## src/sv/rbsm_pkg.sv

```systemverilog
`timescale 1ns / 1ps

package rbsm_pkg;

	// default sizes of the descriptor table and the byte ring
	localparam int DEF_ENTRIES     = 16;
	localparam int DEF_STORE_BYTES = 1024;
	localparam int DEF_ENTRY_W     = 4;
	localparam int DEF_ADDR_W      = 10;

	typedef enum logic [1:0] {
		KIND_LOAD  = 2'd0,
		KIND_SPLIT = 2'd1,
		KIND_MERGE = 2'd2,
		KIND_WRITE = 2'd3
	} kind_t;

	typedef enum logic [2:0] {
		STS_OK         = 3'd0,
		STS_BLOCKED    = 3'd1,
		STS_SHORT      = 3'd2,
		STS_NO_SPARE   = 3'd3,
		STS_NO_FOLLOW  = 3'd4,
		STS_WHOLE_RING = 3'd5,
		STS_OUTSIDE    = 3'd6
	} status_t;

	typedef enum logic [3:0] {
		S_IDLE,
		S_LOOK,
		S_EVAL,
		S_SPLIT_SCAN,
		S_SPLIT_OLD,
		S_MERGE_SCAN,
		S_DONE
	} state_t;

	// controller to datapath
	typedef struct packed {
		logic    capture;
		logic    rd_entry;
		logic    take_e;
		logic    do_load;
		logic    do_byte;
		logic    scan_step;
		logic    split_new;
		logic    split_old;
		logic    merge_commit;
		logic    set_status;
		status_t status_code;
		logic    publish;
	} cmd_t;

	// datapath to controller
	typedef struct packed {
		kind_t kind;
		logic  in_range;
		logic  blocked;
		logic  too_short;
		logic  whole_ring;
		logic  off_inside;
		logic  scan_end;
		logic  spare_hit;
		logic  follow_hit;
		logic  merge_end;
	} sts_t;

endpackage

```

## src/sv/rbsm_req_if.sv

```systemverilog
`timescale 1ns / 1ps

interface rbsm_req_if #(
	parameter int ENTRY_W = rbsm_pkg::DEF_ENTRY_W,
	parameter int ADDR_W  = rbsm_pkg::DEF_ADDR_W
);
	logic                valid;
	logic                ready;
	rbsm_pkg::kind_t     kind;
	logic [ENTRY_W-1:0]  entry;
	logic [ADDR_W-1:0]   start_req;
	logic [ADDR_W:0]     length;
	logic                busy_flag;
	logic                present_flag;
	logic [ADDR_W-1:0]   offset;
	logic [7:0]          data_byte;

	modport source (
		output valid, kind, entry, start_req, length, busy_flag, present_flag, offset,
		       data_byte,
		input  ready
	);

	modport sink (
		input  valid, kind, entry, start_req, length, busy_flag, present_flag, offset,
		       data_byte,
		output ready
	);
endinterface

```

## src/sv/rbsm_rsp_if.sv

```systemverilog
`timescale 1ns / 1ps

interface rbsm_rsp_if #(
	parameter int ENTRY_W = rbsm_pkg::DEF_ENTRY_W,
	parameter int ADDR_W  = rbsm_pkg::DEF_ADDR_W
);
	logic                valid;
	logic                ready;
	rbsm_pkg::status_t   status;
	logic [ENTRY_W-1:0]  new_entry;
	logic [ADDR_W-1:0]   entry_start;
	logic [ADDR_W:0]     entry_length;
	logic [ADDR_W-1:0]   byte_address;

	modport source (
		output valid, status, new_entry, entry_start, entry_length, byte_address,
		input  ready
	);

	modport sink (
		input  valid, status, new_entry, entry_start, entry_length, byte_address,
		output ready
	);
endinterface

```

## src/sv/rbsm_ram.sv

```systemverilog
`timescale 1ns / 1ps

module rbsm_ram #(
	parameter int WIDTH = 8,
	parameter int DEPTH = 16
) (
	input  logic                     clk,
	input  logic                     wr_en,
	input  logic [$clog2(DEPTH)-1:0] wr_addr,
	input  logic [WIDTH-1:0]         wr_data,
	input  logic                     rd_en,
	input  logic [$clog2(DEPTH)-1:0] rd_addr,
	output logic [WIDTH-1:0]         rd_data
);
	logic [WIDTH-1:0] mem [DEPTH];
	logic [WIDTH-1:0] rd_data_q;

	always_ff @(posedge clk) begin
		if (wr_en) begin
			mem[wr_addr] <= wr_data;
		end
		if (rd_en) begin
			rd_data_q <= mem[rd_addr];
		end
	end

	assign rd_data = rd_data_q;
endmodule

```

## src/sv/rbsm_ctrl.sv

```systemverilog
`timescale 1ns / 1ps

module rbsm_ctrl (
	input  logic           clk,
	input  logic           arst_n,
	input  logic           req_valid,
	output logic           req_ready,
	output logic           rsp_valid,
	input  logic           rsp_ready,
	input  rbsm_pkg::sts_t sts,
	output rbsm_pkg::cmd_t cmd
);
	import rbsm_pkg::*;

	state_t state_q, state_d;
	logic   out_valid_q;
	logic   slot_free;

	assign slot_free = !out_valid_q || rsp_ready;
	assign rsp_valid = out_valid_q;

	always_ff @(posedge clk or negedge arst_n) begin
		if (!arst_n) begin
			state_q     <= S_IDLE;
			out_valid_q <= 1'b0;
		end else begin
			state_q <= state_d;
			if (cmd.publish) begin
				out_valid_q <= 1'b1;
			end else if (rsp_ready) begin
				out_valid_q <= 1'b0;
			end
		end
	end

	always_comb begin
		state_d   = state_q;
		cmd       = '0;
		req_ready = 1'b0;
		case (state_q)
			S_IDLE: begin
				req_ready = 1'b1;
				if (req_valid) begin
					cmd.capture = 1'b1;
					state_d     = S_LOOK;
				end
			end
			S_LOOK: begin
				cmd.rd_entry = 1'b1;
				state_d      = S_EVAL;
			end
			S_EVAL: begin
				cmd.take_e = 1'b1;
				state_d    = S_DONE;
				if (!sts.in_range) begin
					cmd.set_status  = 1'b1;
					cmd.status_code = STS_BLOCKED;
				end else begin
					case (sts.kind)
						KIND_LOAD: begin
							cmd.do_load = 1'b1;
						end
						KIND_WRITE: begin
							if (sts.off_inside) begin
								cmd.do_byte = 1'b1;
							end else begin
								cmd.set_status  = 1'b1;
								cmd.status_code = STS_OUTSIDE;
							end
						end
						KIND_SPLIT: begin
							if (sts.blocked) begin
								cmd.set_status  = 1'b1;
								cmd.status_code = STS_BLOCKED;
							end else if (sts.too_short) begin
								cmd.set_status  = 1'b1;
								cmd.status_code = STS_SHORT;
							end else begin
								state_d = S_SPLIT_SCAN;
							end
						end
						KIND_MERGE: begin
							if (sts.blocked) begin
								cmd.set_status  = 1'b1;
								cmd.status_code = STS_BLOCKED;
							end else if (sts.whole_ring) begin
								cmd.set_status  = 1'b1;
								cmd.status_code = STS_WHOLE_RING;
							end else begin
								state_d = S_MERGE_SCAN;
							end
						end
						default: begin
							state_d = S_DONE;
						end
					endcase
				end
			end
			S_SPLIT_SCAN: begin
				if (sts.scan_end) begin
					cmd.set_status  = 1'b1;
					cmd.status_code = STS_NO_SPARE;
					state_d         = S_DONE;
				end else if (sts.spare_hit) begin
					cmd.split_new = 1'b1;
					state_d       = S_SPLIT_OLD;
				end else begin
					cmd.scan_step = 1'b1;
				end
			end
			S_SPLIT_OLD: begin
				cmd.split_old = 1'b1;
				state_d       = S_DONE;
			end
			S_MERGE_SCAN: begin
				if (sts.follow_hit) begin
					cmd.merge_commit = 1'b1;
					state_d          = S_DONE;
				end else if (sts.merge_end) begin
					cmd.set_status  = 1'b1;
					cmd.status_code = STS_NO_FOLLOW;
					state_d         = S_DONE;
				end else begin
					cmd.scan_step = 1'b1;
				end
			end
			S_DONE: begin
				if (slot_free) begin
					cmd.publish = 1'b1;
					state_d     = S_IDLE;
				end
			end
			default: begin
				state_d = S_IDLE;
			end
		endcase
	end
endmodule

```

## src/sv/rbsm_datapath.sv

```systemverilog
`timescale 1ns / 1ps

module rbsm_datapath #(
	parameter int ENTRIES     = rbsm_pkg::DEF_ENTRIES,
	parameter int STORE_BYTES = rbsm_pkg::DEF_STORE_BYTES
) (
	input  logic                             clk,
	input  logic                             arst_n,
	input  rbsm_pkg::cmd_t                   cmd,
	output rbsm_pkg::sts_t                   sts,
	input  rbsm_pkg::kind_t                  kind,
	input  logic [$clog2(ENTRIES)-1:0]       entry,
	input  logic [$clog2(STORE_BYTES)-1:0]   start_req,
	input  logic [$clog2(STORE_BYTES):0]     length,
	input  logic                             busy_flag,
	input  logic                             present_flag,
	input  logic [$clog2(STORE_BYTES)-1:0]   offset,
	input  logic [7:0]                       data_byte,
	output rbsm_pkg::status_t                status,
	output logic [$clog2(ENTRIES)-1:0]       new_entry,
	output logic [$clog2(STORE_BYTES)-1:0]   entry_start,
	output logic [$clog2(STORE_BYTES):0]     entry_length,
	output logic [$clog2(STORE_BYTES)-1:0]   byte_address
);
	import rbsm_pkg::*;

	localparam int EW         = $clog2(ENTRIES);
	localparam int CW         = $clog2(ENTRIES + 1);
	localparam int AW         = $clog2(STORE_BYTES);
	localparam int LW         = AW + 1;
	localparam int SW         = AW + 2;
	localparam int DW         = AW + LW;
	localparam bit IS_POW2    = (STORE_BYTES & (STORE_BYTES - 1)) == 0;
	localparam int WRAP_STEPS = 4;

	// sums stay below five ring sizes, so four conditional subtracts wrap them
	function automatic logic [AW-1:0] wrap(input logic [SW-1:0] v);
		logic [SW-1:0] r;
		r = v;
		if (!IS_POW2) begin
			for (int k = 0; k < WRAP_STEPS; k++) begin
				if (r >= SW'(STORE_BYTES)) begin
					r = r - SW'(STORE_BYTES);
				end
			end
		end
		return r[AW-1:0];
	endfunction

	// captured request
	kind_t         kind_q;
	logic [EW-1:0] entry_q;
	logic [AW-1:0] start_req_q;
	logic [LW-1:0] len_req_q;
	logic          busy_in_q;
	logic          pres_in_q;
	logic [AW-1:0] off_q;
	logic [7:0]    data_q;

	// per-descriptor flags
	logic [ENTRIES-1:0] busy_q;
	logic [ENTRIES-1:0] present_q;
	logic [ENTRIES-1:0] written_q;

	// working values
	logic [AW-1:0] e_start_q;
	logic [LW-1:0] e_len_q;
	logic [AW-1:0] follow_q;
	status_t       status_q;
	logic [EW-1:0] new_entry_q;
	logic [AW-1:0] addr_q;
	logic [CW-1:0] scan_q;
	logic          chk_vld_s1;
	logic [EW-1:0] chk_idx_s1;

	// result register
	status_t       rsp_status_q;
	logic [EW-1:0] rsp_new_q;
	logic [AW-1:0] rsp_start_q;
	logic [LW-1:0] rsp_len_q;
	logic [AW-1:0] rsp_addr_q;

	logic          desc_wr_en;
	logic [EW-1:0] desc_wr_addr;
	logic [DW-1:0] desc_wr_data;
	logic          desc_rd_en;
	logic [EW-1:0] desc_rd_addr;
	logic [DW-1:0] desc_rd_data;
	logic [AW-1:0] ram_start;
	logic [LW-1:0] ram_len;

	logic          in_range;
	logic [EW-1:0] e_idx;
	logic          cur_ok;
	logic [AW-1:0] cur_start;
	logic [LW-1:0] cur_len;
	logic [AW-1:0] cur_end;
	logic [AW-1:0] byte_addr_w;
	logic [EW-1:0] scan_idx;
	logic          scan_live;
	logic [LW:0]   merge_sum;
	logic [LW-1:0] merge_len;
	logic [AW-1:0] split_start;
	logic [LW-1:0] split_rem;
	logic [AW-1:0] load_start;

	assign ram_start = desc_rd_data[DW-1 -: AW];
	assign ram_len   = desc_rd_data[LW-1:0];

	assign in_range  = (EW + 1)'(entry_q) < (EW + 1)'(ENTRIES);
	assign e_idx     = in_range ? entry_q : '0;
	assign cur_ok    = in_range && written_q[e_idx];
	assign cur_start = cur_ok ? ram_start : '0;
	assign cur_len   = cur_ok ? ram_len : '0;
	assign cur_end   = wrap(SW'(cur_start) + SW'(cur_len));
	assign byte_addr_w = wrap(SW'(cur_start) + SW'(off_q));
	assign load_start  = wrap(SW'(start_req_q));

	assign scan_idx  = scan_q[EW-1:0];
	assign scan_live = scan_q != CW'(ENTRIES);

	assign merge_sum = (LW + 1)'(e_len_q) + (LW + 1)'(ram_len);
	assign merge_len = (merge_sum > (LW + 1)'(STORE_BYTES)) ? LW'(STORE_BYTES)
	                                                       : merge_sum[LW-1:0];
	assign split_start = wrap(SW'(e_start_q) + SW'(len_req_q));
	assign split_rem   = e_len_q - len_req_q;

	assign sts.kind       = kind_q;
	assign sts.in_range   = in_range;
	assign sts.blocked    = !(in_range && present_q[e_idx]) || (in_range && busy_q[e_idx]);
	assign sts.too_short  = cur_len < len_req_q;
	assign sts.whole_ring = cur_end == cur_start;
	assign sts.off_inside = LW'(off_q) < cur_len;
	assign sts.scan_end   = !scan_live;
	assign sts.spare_hit  = scan_live && !present_q[scan_idx];
	assign sts.follow_hit = chk_vld_s1 && (chk_idx_s1 != entry_q) && !busy_q[chk_idx_s1]
	                        && present_q[chk_idx_s1] && (ram_start == follow_q);
	assign sts.merge_end  = !scan_live && !chk_vld_s1;

	// descriptor table port selection
	always_comb begin
		desc_wr_en   = cmd.do_load || cmd.split_new || cmd.split_old || cmd.merge_commit;
		desc_wr_addr = e_idx;
		desc_wr_data = {e_start_q, len_req_q};
		if (cmd.do_load) begin
			desc_wr_data = {load_start, len_req_q};
		end else if (cmd.split_new) begin
			desc_wr_addr = scan_idx;
			desc_wr_data = {split_start, split_rem};
		end else if (cmd.merge_commit) begin
			desc_wr_data = {e_start_q, merge_len};
		end
	end

	assign desc_rd_en   = cmd.rd_entry || (cmd.scan_step && scan_live);
	assign desc_rd_addr = cmd.scan_step ? scan_idx : e_idx;

	rbsm_ram #(
		.WIDTH (DW),
		.DEPTH (ENTRIES)
	) u_desc_ram (
		.clk     (clk),
		.wr_en   (desc_wr_en),
		.wr_addr (desc_wr_addr),
		.wr_data (desc_wr_data),
		.rd_en   (desc_rd_en),
		.rd_addr (desc_rd_addr),
		.rd_data (desc_rd_data)
	);

	rbsm_ram #(
		.WIDTH (8),
		.DEPTH (STORE_BYTES)
	) u_byte_ram (
		.clk     (clk),
		.wr_en   (cmd.do_byte),
		.wr_addr (byte_addr_w),
		.wr_data (data_q),
		.rd_en   (1'b0),
		.rd_addr ('0),
		.rd_data ()
	);

	// flags and scan control
	always_ff @(posedge clk or negedge arst_n) begin
		if (!arst_n) begin
			busy_q     <= '0;
			present_q  <= '0;
			written_q  <= '0;
			scan_q     <= '0;
			chk_vld_s1 <= 1'b0;
		end else begin
			chk_vld_s1 <= cmd.scan_step && scan_live;
			if (cmd.take_e) begin
				scan_q <= '0;
			end else if (cmd.scan_step && scan_live) begin
				scan_q <= scan_q + CW'(1);
			end
			if (cmd.do_load) begin
				written_q[e_idx] <= 1'b1;
				busy_q[e_idx]    <= busy_in_q;
				present_q[e_idx] <= pres_in_q;
			end
			if (cmd.split_new) begin
				written_q[scan_idx] <= 1'b1;
				busy_q[scan_idx]    <= 1'b0;
				present_q[scan_idx] <= 1'b1;
			end
			if (cmd.merge_commit) begin
				busy_q[chk_idx_s1]    <= 1'b0;
				present_q[chk_idx_s1] <= 1'b0;
			end
		end
	end

	always_ff @(posedge clk) begin
		chk_idx_s1 <= scan_idx;
		if (cmd.capture) begin
			kind_q      <= kind;
			entry_q     <= entry;
			start_req_q <= start_req;
			len_req_q   <= length;
			busy_in_q   <= busy_flag;
			pres_in_q   <= present_flag;
			off_q       <= offset;
			data_q      <= data_byte;
			status_q    <= STS_OK;
			new_entry_q <= '0;
			addr_q      <= '0;
		end
		// a load replaces the descriptor it reads, so its new values win
		if (cmd.do_load) begin
			e_start_q <= load_start;
			e_len_q   <= len_req_q;
		end else if (cmd.take_e) begin
			e_start_q <= cur_start;
			e_len_q   <= cur_len;
			follow_q  <= cur_end;
		end else if (cmd.split_old) begin
			e_len_q <= len_req_q;
		end else if (cmd.merge_commit) begin
			e_len_q <= merge_len;
		end
		if (cmd.do_byte) begin
			addr_q <= byte_addr_w;
		end
		if (cmd.split_new) begin
			new_entry_q <= scan_idx;
		end
		if (cmd.set_status) begin
			status_q <= cmd.status_code;
		end
		if (cmd.publish) begin
			rsp_status_q <= status_q;
			rsp_new_q    <= new_entry_q;
			rsp_start_q  <= e_start_q;
			rsp_len_q    <= e_len_q;
			rsp_addr_q   <= addr_q;
		end
	end

	assign status       = rsp_status_q;
	assign new_entry    = rsp_new_q;
	assign entry_start  = rsp_start_q;
	assign entry_length = rsp_len_q;
	assign byte_address = rsp_addr_q;
endmodule

```

## src/sv/ring_block_split_merge_table.sv

```systemverilog
`timescale 1ns / 1ps

// channel | dir | handshake    | payload
// --------+-----+--------------+---------------------------------------------------------
// req     | in  | valid, ready | kind, entry, start_req, length, busy_flag, present_flag,
//         |     |              | offset, data_byte
// rsp     | out | valid, ready | status, new_entry, entry_start, entry_length, byte_address
//
// one request at a time; load, write byte and an entry out of range pass through the
// look, evaluate and done states to the response, split and merge add a scan of the
// descriptor table walking one descriptor per cycle through its single read port
// arst_n clears the state machine, the response valid and all descriptor flags, so
// every descriptor reads as unused with start and length zero; no clearing pass
// the response sits in an output register: a new request is accepted while it waits,
// and the next response is held back until the previous one has been taken

module ring_block_split_merge_table #(
	parameter int ENTRIES     = rbsm_pkg::DEF_ENTRIES,
	parameter int STORE_BYTES = rbsm_pkg::DEF_STORE_BYTES
) (
	input  logic       clk,
	input  logic       arst_n,
	rbsm_req_if.sink   req,
	rbsm_rsp_if.source rsp
);
	import rbsm_pkg::*;

	// command and status between the sequencer and the table datapath
	cmd_t cmd;
	sts_t sts;

	logic ctl_req_ready;
	logic ctl_rsp_valid;

	// sequencer: request intake, operation decode, table scans, response handoff
	rbsm_ctrl u_ctrl (
		.clk       (clk),
		.arst_n    (arst_n),
		.req_valid (req.valid),
		.req_ready (ctl_req_ready),
		.rsp_valid (ctl_rsp_valid),
		.rsp_ready (rsp.ready),
		.sts       (sts),
		.cmd       (cmd)
	);

	// datapath: descriptor ram with flags, byte ring ram, wrap arithmetic, result register
	rbsm_datapath #(
		.ENTRIES     (ENTRIES),
		.STORE_BYTES (STORE_BYTES)
	) u_datapath (
		.clk          (clk),
		.arst_n       (arst_n),
		.cmd          (cmd),
		.sts          (sts),
		.kind         (req.kind),
		.entry        (req.entry),
		.start_req    (req.start_req),
		.length       (req.length),
		.busy_flag    (req.busy_flag),
		.present_flag (req.present_flag),
		.offset       (req.offset),
		.data_byte    (req.data_byte),
		.status       (rsp.status),
		.new_entry    (rsp.new_entry),
		.entry_start  (rsp.entry_start),
		.entry_length (rsp.entry_length),
		.byte_address (rsp.byte_address)
	);

	assign req.ready = ctl_req_ready;
	assign rsp.valid = ctl_rsp_valid;
endmodule
```

## src/flat_wrapper.sv

```systemverilog
// flat-port wrapper written by rule: the top's interface ports become plain ports
module ring_block_split_merge_table_flat import rbsm_pkg::*;
#(
	parameter int ENTRIES     = rbsm_pkg::DEF_ENTRIES,
	parameter int STORE_BYTES = rbsm_pkg::DEF_STORE_BYTES
)
  (clk, arst_n, req_valid, req_kind, req_entry, req_start_req, req_length, req_busy_flag, req_present_flag, req_offset, req_data_byte, req_ready, rsp_valid, rsp_status, rsp_new_entry, rsp_entry_start, rsp_entry_length, rsp_byte_address, rsp_ready);
  rbsm_req_if req_i ();
  rbsm_rsp_if rsp_i ();
  input  logic clk;
  input  logic arst_n;
  input wire logic [$bits(req_i.valid)-1:0] req_valid;
  input wire logic [$bits(req_i.kind)-1:0] req_kind;
  input wire logic [$bits(req_i.entry)-1:0] req_entry;
  input wire logic [$bits(req_i.start_req)-1:0] req_start_req;
  input wire logic [$bits(req_i.length)-1:0] req_length;
  input wire logic [$bits(req_i.busy_flag)-1:0] req_busy_flag;
  input wire logic [$bits(req_i.present_flag)-1:0] req_present_flag;
  input wire logic [$bits(req_i.offset)-1:0] req_offset;
  input wire logic [$bits(req_i.data_byte)-1:0] req_data_byte;
  output wire logic [$bits(req_i.ready)-1:0] req_ready;
  output wire logic [$bits(rsp_i.valid)-1:0] rsp_valid;
  output wire logic [$bits(rsp_i.status)-1:0] rsp_status;
  output wire logic [$bits(rsp_i.new_entry)-1:0] rsp_new_entry;
  output wire logic [$bits(rsp_i.entry_start)-1:0] rsp_entry_start;
  output wire logic [$bits(rsp_i.entry_length)-1:0] rsp_entry_length;
  output wire logic [$bits(rsp_i.byte_address)-1:0] rsp_byte_address;
  input wire logic [$bits(rsp_i.ready)-1:0] rsp_ready;
  assign req_i.valid = req_valid;
  assign req_i.kind = req_kind;
  assign req_i.entry = req_entry;
  assign req_i.start_req = req_start_req;
  assign req_i.length = req_length;
  assign req_i.busy_flag = req_busy_flag;
  assign req_i.present_flag = req_present_flag;
  assign req_i.offset = req_offset;
  assign req_i.data_byte = req_data_byte;
  assign req_ready = req_i.ready;
  assign rsp_valid = rsp_i.valid;
  assign rsp_status = rsp_i.status;
  assign rsp_new_entry = rsp_i.new_entry;
  assign rsp_entry_start = rsp_i.entry_start;
  assign rsp_entry_length = rsp_i.entry_length;
  assign rsp_byte_address = rsp_i.byte_address;
  assign rsp_i.ready = rsp_ready;
  ring_block_split_merge_table #(.ENTRIES(ENTRIES), .STORE_BYTES(STORE_BYTES)) u_core (.clk(clk), .arst_n(arst_n), .req(req_i), .rsp(rsp_i));
endmodule
```

## config.mk

```make
export PLATFORM = sky130hd
export DESIGN_NAME = ring_block_split_merge_table_flat
export DESIGN_NICKNAME = d
export VERILOG_FILES = /design/src/sv/rbsm_pkg.sv /design/src/sv/rbsm_req_if.sv /design/src/sv/rbsm_rsp_if.sv /design/src/sv/rbsm_ram.sv /design/src/sv/rbsm_ctrl.sv /design/src/sv/rbsm_datapath.sv /design/src/sv/ring_block_split_merge_table.sv /design/src/flat_wrapper.sv
export SDC_FILE = /design/constraint.sdc
export NUM_CORES = 1
export LEC_CHECK = 0
export ABC_AREA = 1
export BUFFER_PORTS_ARGS = -buffer_cell sky130_fd_sc_hd__buf_2
export CORE_MARGIN = 2
export CORE_UTILIZATION = 55
export DETAILED_ROUTE_END_ITERATION = 10
export HOLD_SLACK_MARGIN = 0.05
export PLACE_DENSITY = 0.77
export SLEW_MARGIN = 20
export SYNTH_ARGS = -nofsm -noshare
export SYNTH_HDL_FRONTEND = slang
export SYNTH_HIERARCHICAL = 1
export SYNTH_SLANG_ARGS = --single-unit
```

## constraint.sdc

```tcl
create_clock -name clk -period 3.9 [get_ports clk]
set_input_delay 0.195 -clock clk [delete_from_list [all_inputs] [get_ports clk]]
set_output_delay 0.195 -clock clk [all_outputs]
set_load 0.02 [all_outputs]
```

==> impl_metrics.py, run 1 <==
metrics = {
    "hold_path": {
        "whs_endpoint": "u_core/u_ctrl/state_q[2]",
        "min_from": "req_valid",
        "worstHoldPathType": "input pin to register",
        "hold_depth": 6,
    },
    "place": {
        "dp_hpwl_um": 52800,
        "routabilityCongestion": 0.955,
        "io_buffer_count": 82,
        "dp.cells": 3694,
    },
    "status": {
        "status": "finished, violations left",
        "violations": "negative setup slack",
    },
    "logic_synthesis": {
        "async_flop_share_pct": 10.7,
        "synthFlopType": "edfxtp_1",
        "synth_area_leaders": "edfxtp_1 53%, nand2_1 11%, inv_1 6.3%",
        "synth-seq-cells": 544,
        "synth_nets": 3024,
        "synth_area_mm2": 0.0272,
        "synth_top_area_cell": "edfxtp_1",
        "synth.avg_cell_area_um2": 9.38,
        "synth_warnings": 6,
        "yosys.cell_types.count": 62,
        "yosys-top-cells-count": "811 x nand2_1, 482 x edfxtp_1, 454 x inv_1, 333 x nand3_1, 160 x nor2_1",
        "synth_cells": 2900,
        "ys_seq_area_share_pct": 58.8,
        "synth_top_area_share_pct": 53.2,
        "yosysMostFrequentCell": "nand2_1",
        "synth_edf_count": 482,
    },
    "finish": {
        "utilization_pct": 65.8,
        "fin_cells": 3862,
        "nNetsFinal": 3274,
        "area_growth_pct": 18.2,
        "drive_gt1_share_pct": 15.2,
    },
    "cts": {
        "cts_root_buf": "clkbuf_16",
        "tritoncts": "yes",
        "htreeDepth": 2,
        "cts_inserted_buffers": 57,
        "clock_path_buffers": 3,
        "clock_sink_count": 544,
        "clk-insertion-delay-late_ns": 0.65,
        "clk_pin_slew_ns": 0.06,
    },
    "timing": {
        "post-route-min-period_ns": 3.93,
        "tightest_slew_ns": 0.943,
        "grt_setup_unrepaired": "true",
        "setup_viol": 3,
        "finalMaxSlewViolations": 0,
        "fin_ws_ns": -0.0262,
        "slew_headroom_pct": 36.5,
        "fin_tns_setup_ns": -0.0566,
        "hold_viol_final": 0,
        "post-route-period-util_pct": 101,
        "holdWs_ns": 0.105,
        "finClkSkew_ns": 0.0332,
        "max_freq_mhz": 255,
    },
    "floorplanning": {
        "rows": 81,
        "coreArea_mm2": 0.0488,
        "fp.dieW_um": 226,
        "ios": 91,
        "die-area_mm2": 0.0513,
        "start_util_pct": 55.7,
        "chipHeight_um": 226,
    },
    "grt": {
        "grt_pass1_wl_um": 119000,
        "grt_max_degree": 79,
        "grt_use_total_pct": 31.0,
        "grt_pass1_vias": 20814,
        "antenna_found_initial": 4,
        "grt_overflow": 0,
    },
    "route": {
        "drc": 0,
        "avgRoutedWirePerCell_um": 20.7,
        "first_pass_iters": 9,
        "detail_route.iter0.violations": 2470,
        "wl_um": 79800,
        "routed_via_density": 5.63,
        "drtAntennaViolNets": 0,
        "vias": 21731,
    },
    "setup_path": {
        "startpoint_type": "register",
        "max_stage_delay_ns": 0.54,
        "crit_required_ns": 4.28,
        "crit_top_cell": "nand2_2",
        "slowest_stage": "edfxtp_1",
        "r2r-start": "u_core/u_datapath/e_idx[0]",
        "critical_path_arrival_ns": 4.31,
        "cp-end-kind": "register",
        "r2r_end": "u_core/u_datapath/status_q[1]",
        "worstSetupPathType": "register to register",
        "r2r_slack_ns": -0.03,
        "reg2reg_depth": 32,
        "critPathMaxFanout": 7,
    },
    "power": {
        "p_per_area_mw_per_mm2": 738,
        "ir_drop_mv": 0.443,
        "power_leakage_uw": 0.0141,
    },
    "flow_run": {
        "drv_cap": 0,
    },
}
-- worst max-delay path, delay by kind of cell (launching register included) --
family	cells	cell delay [ns]
and+or+nand+nor	23	1.90
buffers and inverters	6	0.71
DFF	1	0.54
adders and majority gates	2	0.33
AOI/OAI and AO/OA	1	0.18
-- metrics by stage --
stage	setup slack, ns	total power (uW)	area [um2]
floorplan	-0.143	14500	27200
CTS	0.00978	23100	31600
global placement	-0.0567	17700	29400
global route	-0.255	25000	32100
detailed placement	-0.0951	17900	29400
finish	-0.0262	23700	32100
-- flip-flops by register name (all words and copies together), names as in the netlist, 5 cells and up --
name / count
u_core/u_datapath/follow_q: 10
u_core/u_datapath/present_q: 16
u_core/u_datapath/u_desc_ram/mem: 336
u_core/u_datapath/entry_start: 10
u_core/u_datapath/written_q: 16
u_core/u_datapath/addr_q: 10
u_core/u_datapath/u_desc_ram/rd_data: 21
u_core/u_datapath/scan_q: 5
u_core/u_datapath/byte_address: 10
u_core/u_datapath/off_q: 10
u_core/u_datapath/busy_q: 16
u_core/u_datapath/e_len_q: 11
u_core/u_datapath/e_start_q: 10
u_core/u_datapath/len_req_q: 11
u_core/u_datapath/load_start: 10
u_core/u_datapath/entry_length: 11
-- what timing repair did --
item	4_1_cts	5_1_grt
hold buffers	41	0
endpoints found under the hold margin	68	0
resized for setup	6	111
cloned	0	3
pin swaps	1	39
setup buffers	0	15
setup endpoints to repair	18	491
-- layer usage --
layer	part of all wire [%]	track usage (%)
met5	0	0
met4	4.0	12.7
met3	8.9	4.77
met2	48	51.9
met1	39	40.7
-- cells in the final DEF (no fill, tap or decap), types with 58 or more instances in the layout --
master and count:
a21oi_1 75, clkbuf_16 58, nand2_1 783, buf_2 82, nand3_1 326, nor2_1 129
o21ai_0 104, buf_4 128, ha_1 65, inv_1 443, edfxtp_1 482, dfrtp_1 58
-- report_power, final --
group / total [uW] / leakage [uW] / switching, uW / internal [uW]
combinational: 9990 / 0.00810 / 6590 / 3400
sequential: 8570 / 0.00514 / 686 / 7880
clock: 5170 / 0.000854 / 2340 / 2830
total: 23700 / 0.0141 / 9610 / 14100
-- final cells by class --
class | instances | area [um2]
fill | 3759 | 16700
clock inverter | 37 | 293
tap | 664 | 831
clock buffer | 69 | 1470
sequential | 544 | 16000
multi-input combinational | 1786 | 9280
antenna | 1 | 2.50
timing repair inverter | 1 | 7.51
inverter | 470 | 1780
timing repair buffer | 290 | 2480
-- worst max path at each step --
stage	from	endpoint
global placement	u_core/u_datapath/chk_idx_s1[0]	u_core/u_datapath/u_desc_ram/rd_data[3]
CTS	u_core/u_datapath/e_idx[0]	u_core/u_datapath/status_q[1]
global route	u_core/u_datapath/e_idx[0]	u_core/u_datapath/status_q[1]
detailed placement	u_core/u_datapath/e_idx[0]	u_core/u_datapath/status_q[1]
floorplan	u_core/u_datapath/scan_q[1]	u_core/u_datapath/u_desc_ram/mem[10][0]
finish	u_core/u_datapath/e_idx[0]	u_core/u_datapath/status_q[1]
-- kinds of logic after synthesis --
family | share of synthesized area, %
buffers and inverters | 8.68
XOR/XNOR | 1.03
adder cells (fa/ha/maj) | 3.47
other | 0.0138
AO/OA/AOI/OAI | 6.50
flip-flops | 58.8
AND/OR/NAND/NOR | 21.5
(Power assumes the default switching activity.)
==> run 2, diff against run 1 <==
==> constraint.sdc (replaced) <==
create_clock -name clk -period 3.9 [get_ports clk]
set_input_delay 0 -clock clk [delete_from_list [all_inputs] [get_ports clk]]
set_output_delay 0 -clock clk [all_outputs]
set_load 0.1 [all_outputs]
==> impl_metrics.py, run 2 (synthesis results as in run 1) <==
metrics = {
    "status": {
        "status": "finished clean",
    },
    "power": {
        "ir_drop_mv": 0.442,
        "p_sw_uw": 9960,
        "switching_share_pct": 41.6,
        "pwr-share-clk_pct": 20.6,
        "p_per_area_mw_per_mm2": 746,
        "internal-power_uw": 14000,
        "p_total_uw": 23900,
        "power_leakage_uw": 0.0141,
        "p_seq_share_pct": 35.8,
        "pwr-share-comb_pct": 43.6,
    },
    "route": {
        "drtAntennaViolNets": 0,
        "detail_route.iter0.violations": 2294,
        "vias": 21573,
        "drc": 0,
        "first_pass_iters": 7,
        "avgRoutedWirePerCell_um": 20.5,
        "wl_um": 78900,
        "routed_via_density": 5.60,
    },
    "floorplanning": {
        "die-area_mm2": 0.0513,
        "rows": 81,
        "start_util_pct": 55.7,
        "chipHeight_um": 226,
        "ios": 91,
        "fp.dieW_um": 226,
        "coreArea_mm2": 0.0488,
    },
    "timing": {
        "grt_setup_unrepaired": "true",
        "holdWs_ns": 0.0845,
        "max_freq_mhz": 267,
        "fin_ws_ns": 0.162,
        "tightest_slew_ns": 1.06,
        "finalMaxSlewViolations": 0,
        "post-route-period-util_pct": 95.9,
        "slew_headroom_pct": 28.7,
        "setup_viol": 0,
        "hold_viol_final": 0,
        "finClkSkew_ns": 0.0261,
        "post-route-min-period_ns": 3.74,
    },
    "setup_path": {
        "reg2reg_depth": 31,
        "critPathTopFamily": "simple AND/OR/NAND/NOR gates",
        "crit_top_cell": "nand2_1",
        "crit_required_ns": 4.28,
        "worstSetupPathType": "register to register",
        "cp-end-kind": "register",
        "startpoint_type": "register",
        "r2r_slack_ns": 0.16,
        "cp.depth": 31,
        "slowest_stage": "edfxtp_1",
        "critPathMaxFanout": 10,
        "critical_path_arrival_ns": 4.11,
        "startpoint": "u_core/u_datapath/e_idx[0]",
        "max_stage_delay_ns": 0.41,
        "r2r-start": "u_core/u_datapath/e_idx[0]",
        "crit_end": "u_core/u_datapath/status_q[0]",
        "r2r_end": "u_core/u_datapath/status_q[0]",
        "path_buf_inv": 6,
    },
    "cts": {
        "htreeDepth": 2,
        "tritoncts": "yes",
        "clk_pin_slew_ns": 0.06,
        "clock_sink_count": 544,
        "clk-insertion-delay-late_ns": 0.64,
        "cts_root_buf": "clkbuf_16",
        "clock_path_buffers": 3,
        "cts_inserted_buffers": 56,
    },
    "flow_run": {
        "drv_cap": 0,
    },
    "grt": {
        "grt_pass1_wl_um": 119000,
        "grt_overflow": 0,
        "antenna_found_initial": 0,
        "grt_max_degree": 59,
        "grt_pass1_vias": 20747,
        "grt_use_total_pct": 30.8,
    },
    "place": {
        "dp_hpwl_um": 53100,
        "io_buffer_count": 82,
        "dp_slack_ns": -0.0313,
        "routabilityCongestion": 0.979,
    },
    "finish": {
        "drive_gt1_share_pct": 14.5,
        "diodes": 0,
        "multi_input_area_mm2": 0.00922,
        "largest_register_ffs": 336,
        "nFillCells": 3872,
        "final_cell_mix": "797 x nand2_1, 482 x edfxtp_1, 444 x inv_1, 329 x nand3_1, 134 x buf_4",
        "mostFrequentLayoutCell": "nand2_1",
        "area_growth_pct": 17.9,
        "regMostFlops": "u_core/u_datapath/u_desc_ram/mem",
        "nNetsFinal": 3278,
        "regArea_mm2": 0.0160,
    },
    "hold_path": {
        "worstHoldPathType": "input pin to register",
    },
}
[run 2: cell count changes in the layout (fill, tap and decap cells not counted), moves of 3 or more]
cell      change
nand2_1      +14
inv_2         -5
a21oi_2       -5
clkinv_1      -4
clkbuf_1      -3
buf_12        +5
nand2_2      -13
a21oi_1       +4
buf_4         +6
clkinv_2      -4
nand3_1       +3
[run 2: layer usage]
metal	global-route usage [%]	wire length, um
met3	3.74	6040
met2	52.2	37900
met4	10.7	2660
met5	0	0
met1	41.2	32300
[run 2: layout make-up]
| cell class | count | share of cell area, % |
|---|---|---|
| clock buffers | 67 | 4.60 |
| clock inverters | 28 | 0.605 |
| inverters | 470 | 5.62 |
| multi-input cells | 1786 | 28.8 |
| flip-flops and latches | 544 | 49.9 |
| well taps | 664 | 2.59 |
| repair buffers | 296 | 7.91 |
[run 2: how the worst min path moves through the flow]
stage	start	endpoint	slack, ns	cells after the start
finish	req_start_req[4]	u_core/u_datapath/load_start[4]	0.08	2
global placement	req_entry[1]	u_core/u_datapath/e_idx[1]	0.18	1
floorplan	arst_n	u_core/u_ctrl/rsp_valid	-0.30	0
global route	req_offset[4]	u_core/u_datapath/off_q[4]	0.08	2
CTS	req_start_req[1]	u_core/u_datapath/load_start[1]	0.06	2
detailed placement	req_length[10]	u_core/u_datapath/len_req_q[10]	0.18	1
[run 2: stage by stage]
step / util, % / std cells / cell area, um2 / setup TNS (ns)
finish: 65.6 / 3855 / 32100 / 0
global route: 65.6 / 3855 / 32100 / -0.227
CTS: 64.5 / 3831 / 31500 / 0
detailed placement: 60.2 / 3694 / 29400 / -0.0940
global placement: 60.2 / 3693 / 29400 / -0.659
floorplan: - / 2900 / 27200 / -34.29
[run 2: timing repair]
action / 4_1_cts / 5_1_grt
hold buffers: 42 / 0
pin swaps: 0 / 34
cloned: 0 / 2
resized for setup: 2 / 98
setup buffers: 0 / 21
endpoints found under the hold margin: 116 / 0
setup endpoints to repair: 3 / 496
[run 2: power groups by stage]
stage	registers (uW)	logic, uW	clock network, uW
finish	8560	10400	4930
detailed placement	8640	9700	0
floorplan	8820	6100	0
CTS	8530	9790	5000
global route	8610	11400	5200
global placement	8640	9490	0
[run 2: worst reg2reg max path: cells and delay by family (launching register included)]
kind            cells  cell delay [ns]
simple gates       23             1.98
flops               1             0.41
buf+inv             6             0.66
compound gates      2             0.43
